--- src/hdl/cbps_ram.sv ---
`default_nettype none
module cbps_ram #(
  parameter int WIDTH = 8,
  parameter int DEPTH = 16
) (
  input  wire logic                     clk,
  input  wire logic                     we,
  input  wire logic [$clog2(DEPTH)-1:0] waddr,
  input  wire logic [WIDTH-1:0]         wdata,
  input  wire logic                     re,
  input  wire logic [$clog2(DEPTH)-1:0] raddr,
  output logic      [WIDTH-1:0]         rdata
);

  logic [WIDTH-1:0] mem [DEPTH];
  logic [WIDTH-1:0] rdata_r;

  always_ff @(posedge clk) begin
    if (we) begin
      mem[waddr] <= wdata;
    end
    if (re) begin
      rdata_r <= mem[raddr];
    end
  end

  assign rdata = rdata_r;

endmodule
`default_nettype wire
--- config.mk ---
export PLATFORM = sky130hd
export DESIGN_NAME = cbps_ram
export DESIGN_NICKNAME = d
export VERILOG_FILES = /design/src/hdl/cbps_ram.sv
export SDC_FILE = /design/constraint.sdc
export NUM_CORES = 1
export LEC_CHECK = 0
export BUFFER_PORTS_ARGS = -buffer_cell sky130_fd_sc_hd__buf_2
export CAP_MARGIN = 20
export CORE_AREA = 2 2 136 105
export DETAILED_ROUTE_END_ITERATION = 6
export DIE_AREA = 0 0 138 107
export PLACE_DENSITY = 0.67
export SYNTH_ARGS = -nofsm -noshare
export SYNTH_HDL_FRONTEND = slang
export SYNTH_SLANG_ARGS = --single-unit
--- constraint.sdc ---
create_clock -name clk -period 1.9 [get_ports clk]
set_input_delay 0.19 -clock clk [delete_from_list [all_inputs] [get_ports clk]]
set_output_delay 0.19 -clock clk [all_outputs]
set_load 0.01 [all_outputs]
### After elaboration in Yosys (flattened, before gate mapping)

Memory sizes are Yosys's and may differ from the RTL's. A register that Yosys moved wholly into a read port is not among the register bits.
Cells that the tools add are included.

* bits in registers: 0
* memory bits (writable): 128
* bits of input ports: 19
* word-level logic and storage cells: 3
* memories: 1

* muxes and demuxes: 2

Memories
* mem: depth 16, width 8, rd ports 1, clocked after Yosys merged registers in 1, write ports 1, RTL line 15 `logic [WIDTH-1:0] mem [DEPTH];`

Operators by type and width (count)
* $mux 1: 2

### Longest topological paths before layout

* depth after elaboration: 2
* depth in mapped cells: 5

### Worst setup path before layout

OpenSTA, ideal clock, no wires.

* path kind: input to register
* from: input port waddr[2]
* to: memory mem[0][0], enable pin
* library setup time: 383 ps
* arrival: 1300 ps
* required time: 1517 ps
* slack: 217 ps
* stages on the path: 2
* buffers on the path: 0
* cells stage by stage: or3b_2 > nor3_1

RTL lines
* start, declared: RTL line 8 `input wire logic [$clog2(DEPTH)-1:0] waddr,`
* end, declared: RTL line 15

No word-level cell before the write port.

==> impl_metrics.env <==
export IMPL_avgViaCountPerCell=5.29
export IMPL_final_cells=474
export IMPL_maxSlewViolCount=0
export IMPL_peakVddDrop_v=0.000728
export IMPL_reg2reg_slack_ns=0.43
export IMPL_required_ns=2.05
export IMPL_slowest_delay_ns=0.52
export IMPL_grt_pass1_vias=2508
export IMPL_postSynthAreaPerCell_um2=22.8
export IMPL_syn2layout_area_growth_pct=19.7
export IMPL_final_setup_tns_ns=0
export IMPL_die_area_um2=14800
export IMPL_hold_path_class="in2reg"
export IMPL_cts_resized_gates=0
export IMPL_ant_nets=0
export IMPL_synthTopCellsByCount="136 x edfxtp_1, 18 x mux4_2, 16 x a22oi_1"
export IMPL_power_density_nw_per_um2=1100
export IMPL_cts_hold_fix_buffers=0
export IMPL_route_detailed_drc=0
export IMPL_clock_skew_ns=0.00636
export IMPL_drt_iter0_markers=182
export IMPL_synth_area_leader_cell="edfxtp_1"
export IMPL_drive_gt1_share_pct=31.2
export IMPL_io_pin_count=27
export IMPL_grt_pass1_wl_um=15200
export IMPL_start_util_pct=38.9
export IMPL_wl_per_cell_um=20.9
export IMPL_synth_seq_cells=136
export IMPL_rr_worst_depth=3
export IMPL_fmax_mhz=680
export IMPL_finalCritPeriodShare_pct=77.4
export IMPL_final_hold_violation_count=0
export IMPL_dp_hpwl_um=6700
export IMPL_fillers=1094
export IMPL_cts_tree="yes"
export IMPL_synthesis_nets=248
export IMPL_vias=2506
export IMPL_drt_pre_antenna_iters=4
export IMPL_rr_startpoint="mem[2][1]$_DFFE_PP_"
export IMPL_start_kind="flop"
export IMPL_p_leak_nw=2.11
export IMPL_grt_max_degree=18
export IMPL_cts_setup_buffers=0
export IMPL_yosysTopAreaCellShare_pct=78.1
export IMPL_slew_headroom_pct=71.4
export IMPL_synth_area_top_cells="edfxtp_1 78%, mux4_2 7.8%, mux4_1 7.0%, a22oi_1 2.3%, nor2_1 0.93%"
export IMPL_place_gp_congestion=0.760
export IMPL_grt_overflow=0
export IMPL_multi_input_area_um2=1060
export IMPL_coreArea_um2=13400
export IMPL_cp_max_fo=1
export IMPL_cts_root_buf="clkbuf_16"
export IMPL_yosysMostFrequentCell="edfxtp_1"
export IMPL_synth_warning_count=0
export IMPL_synthesis_area_um2=5230
export IMPL_drt_total_wl_um=9920
export IMPL_track_usage_pct=14.5
export IMPL_cts_buffer_depth=2
export IMPL_cts_sinks=136
export IMPL_num_rows=37
export IMPL_worst_slew_pin_slew_ns=0.428
export IMPL_numCtsBuffers=17
export IMPL_die_y_um=107
export IMPL_synth_edf_count=136
export IMPL_ys_flop_type="edfxtp_1"
export IMPL_rsz0062_at_grt="no"
export IMPL_fin_nets=306
export IMPL_insertion_delay_ns=0.41
export IMPL_hold_start="re"
export IMPL_cp_endpoint="rdata[1]$_DFFE_PP_"
export IMPL_ys_types=18
export IMPL_seq_area_um2=4080
export IMPL_antenna_found_initial=1
export IMPL_cp_slowest_cell="mux4_1"
export IMPL_die_x_um=138
export IMPL_path_cells="mux4_1 > a22oi_1 > nand2_1"
export IMPL_hold_path_depth=1
export IMPL_path_clk_slew_ns=0.05
export IMPL_numPortBuffers=26
export IMPL_crit_type="reg2reg"
export IMPL_r2r_end="rdata[1]$_DFFE_PP_"
export IMPL_min_period_ns=1.47
export IMPL_post_route_util_pct=46.6
export IMPL_synth_async_sr_flop_share_pct=0
export IMPL_crit_path_end_kind="flop"
export IMPL_crit_start="mem[2][1]$_DFFE_PP_"
export IMPL_htree_num_levels=4
export IMPL_crit_arrival_ns=1.62
export IMPL_synthCells=229
export IMPL_dp_cells=443
export IMPL_maxCapViolations=0
export IMPL_ys_seq_area_share_pct=78.1
export IMPL_setup_viol=0
export IMPL_status="finished clean"
state kept, by name (all words and copies together) (netlist names):
register / cells
rdata: 8
mem: 128
logic make-up after synthesis:
logic type      synth area share (%)
compound gates                  2.30
buf+inv                         1.65
flops                           78.1
mux                             14.8
simple gates                    3.14
stage by stage:
| step | power (mW) | cell area [um2] | hold WS, ns | setup WS [ns] |
|---|---|---|---|---|
| 2_1_floorplan | 3.63 | 5230 | 0.289 | 0.217 |
| 3_3_place_gp | 3.77 | 5690 | 0.570 | 0.155 |
| 3_5_place_dp | 3.78 | 5690 | 0.566 | 0.140 |
| 4_1_cts | 6.92 | 6250 | 0.129 | 0.414 |
| 5_1_grt | 7.07 | 6250 | 0.130 | 0.343 |
| 6_report | 6.86 | 6250 | 0.152 | 0.429 |
worst min path at each step:
| stage | to | slack, ns |
|---|---|---|
| 2_1_floorplan | mem[0][0]$_DFFE_PP_ | 0.29 |
| 3_3_place_gp | mem[15][1]$_DFFE_PP_ | 0.57 |
| 3_5_place_dp | rdata[0]$_DFFE_PP_ | 0.57 |
| 4_1_cts | rdata[0]$_DFFE_PP_ | 0.13 |
| 5_1_grt | rdata[0]$_DFFE_PP_ | 0.13 |
| 6_report | rdata[0]$_DFFE_PP_ | 0.15 |
final cells by class:
cell class / count / area share [%]
diodes: 1 / 0.0400
clock buffers: 18 / 6.86
clock inverters: 12 / 2.16
multi-input cells: 83 / 16.9
flip-flops and latches: 136 / 65.3
well taps: 175 / 3.50
repair buffers: 49 / 5.24
metal layers:
layer	global-route usage, %	wire length [um]	vias to the layer above
li1	-	-	1094
met1	21.5	4630	1316
met2	19.4	4360	87
met3	5.36	827	9
met4	5.90	95	0
met5	0	0	-
worst max-delay path: cells and delay by family (launching register included):
family	cells	cell delay, ns
multiplexers	1	0.52
AO/OA/AOI/OAI	1	0.21
AND/OR/NAND/NOR	1	0.12
flip-flops	1	0.36
layout by cell type (no fill, tap or decap):
cell,count
buf_12,2
clkbuf_16,17
nand3_1,1
nor2b_1,1
clkinv_1,4
nand3b_1,2
mux4_2,18
nand2_1,9
nand2b_1,2
and2_1,1
diode_2,1
or3b_2,1
mux4_1,14
clkinvlp_4,2
bufinv_16,3
a22oi_1,16
nor2_1,13
buf_2,26
nor3_1,4
buf_4,21
clkinv_2,3
clkbuf_1,1
and2b_1,1
edfxtp_1,136
power breakdown:
part	internal, mW	switching (mW)	leakage, nW	total (mW)
clock network	2.02	1.13	0.271	3.14
registers	3.38	0.0184	1.24	3.40
logic	0.138	0.179	0.603	0.316
total	5.54	1.32	2.11	6.86
(Power assumes the default switching activity.)
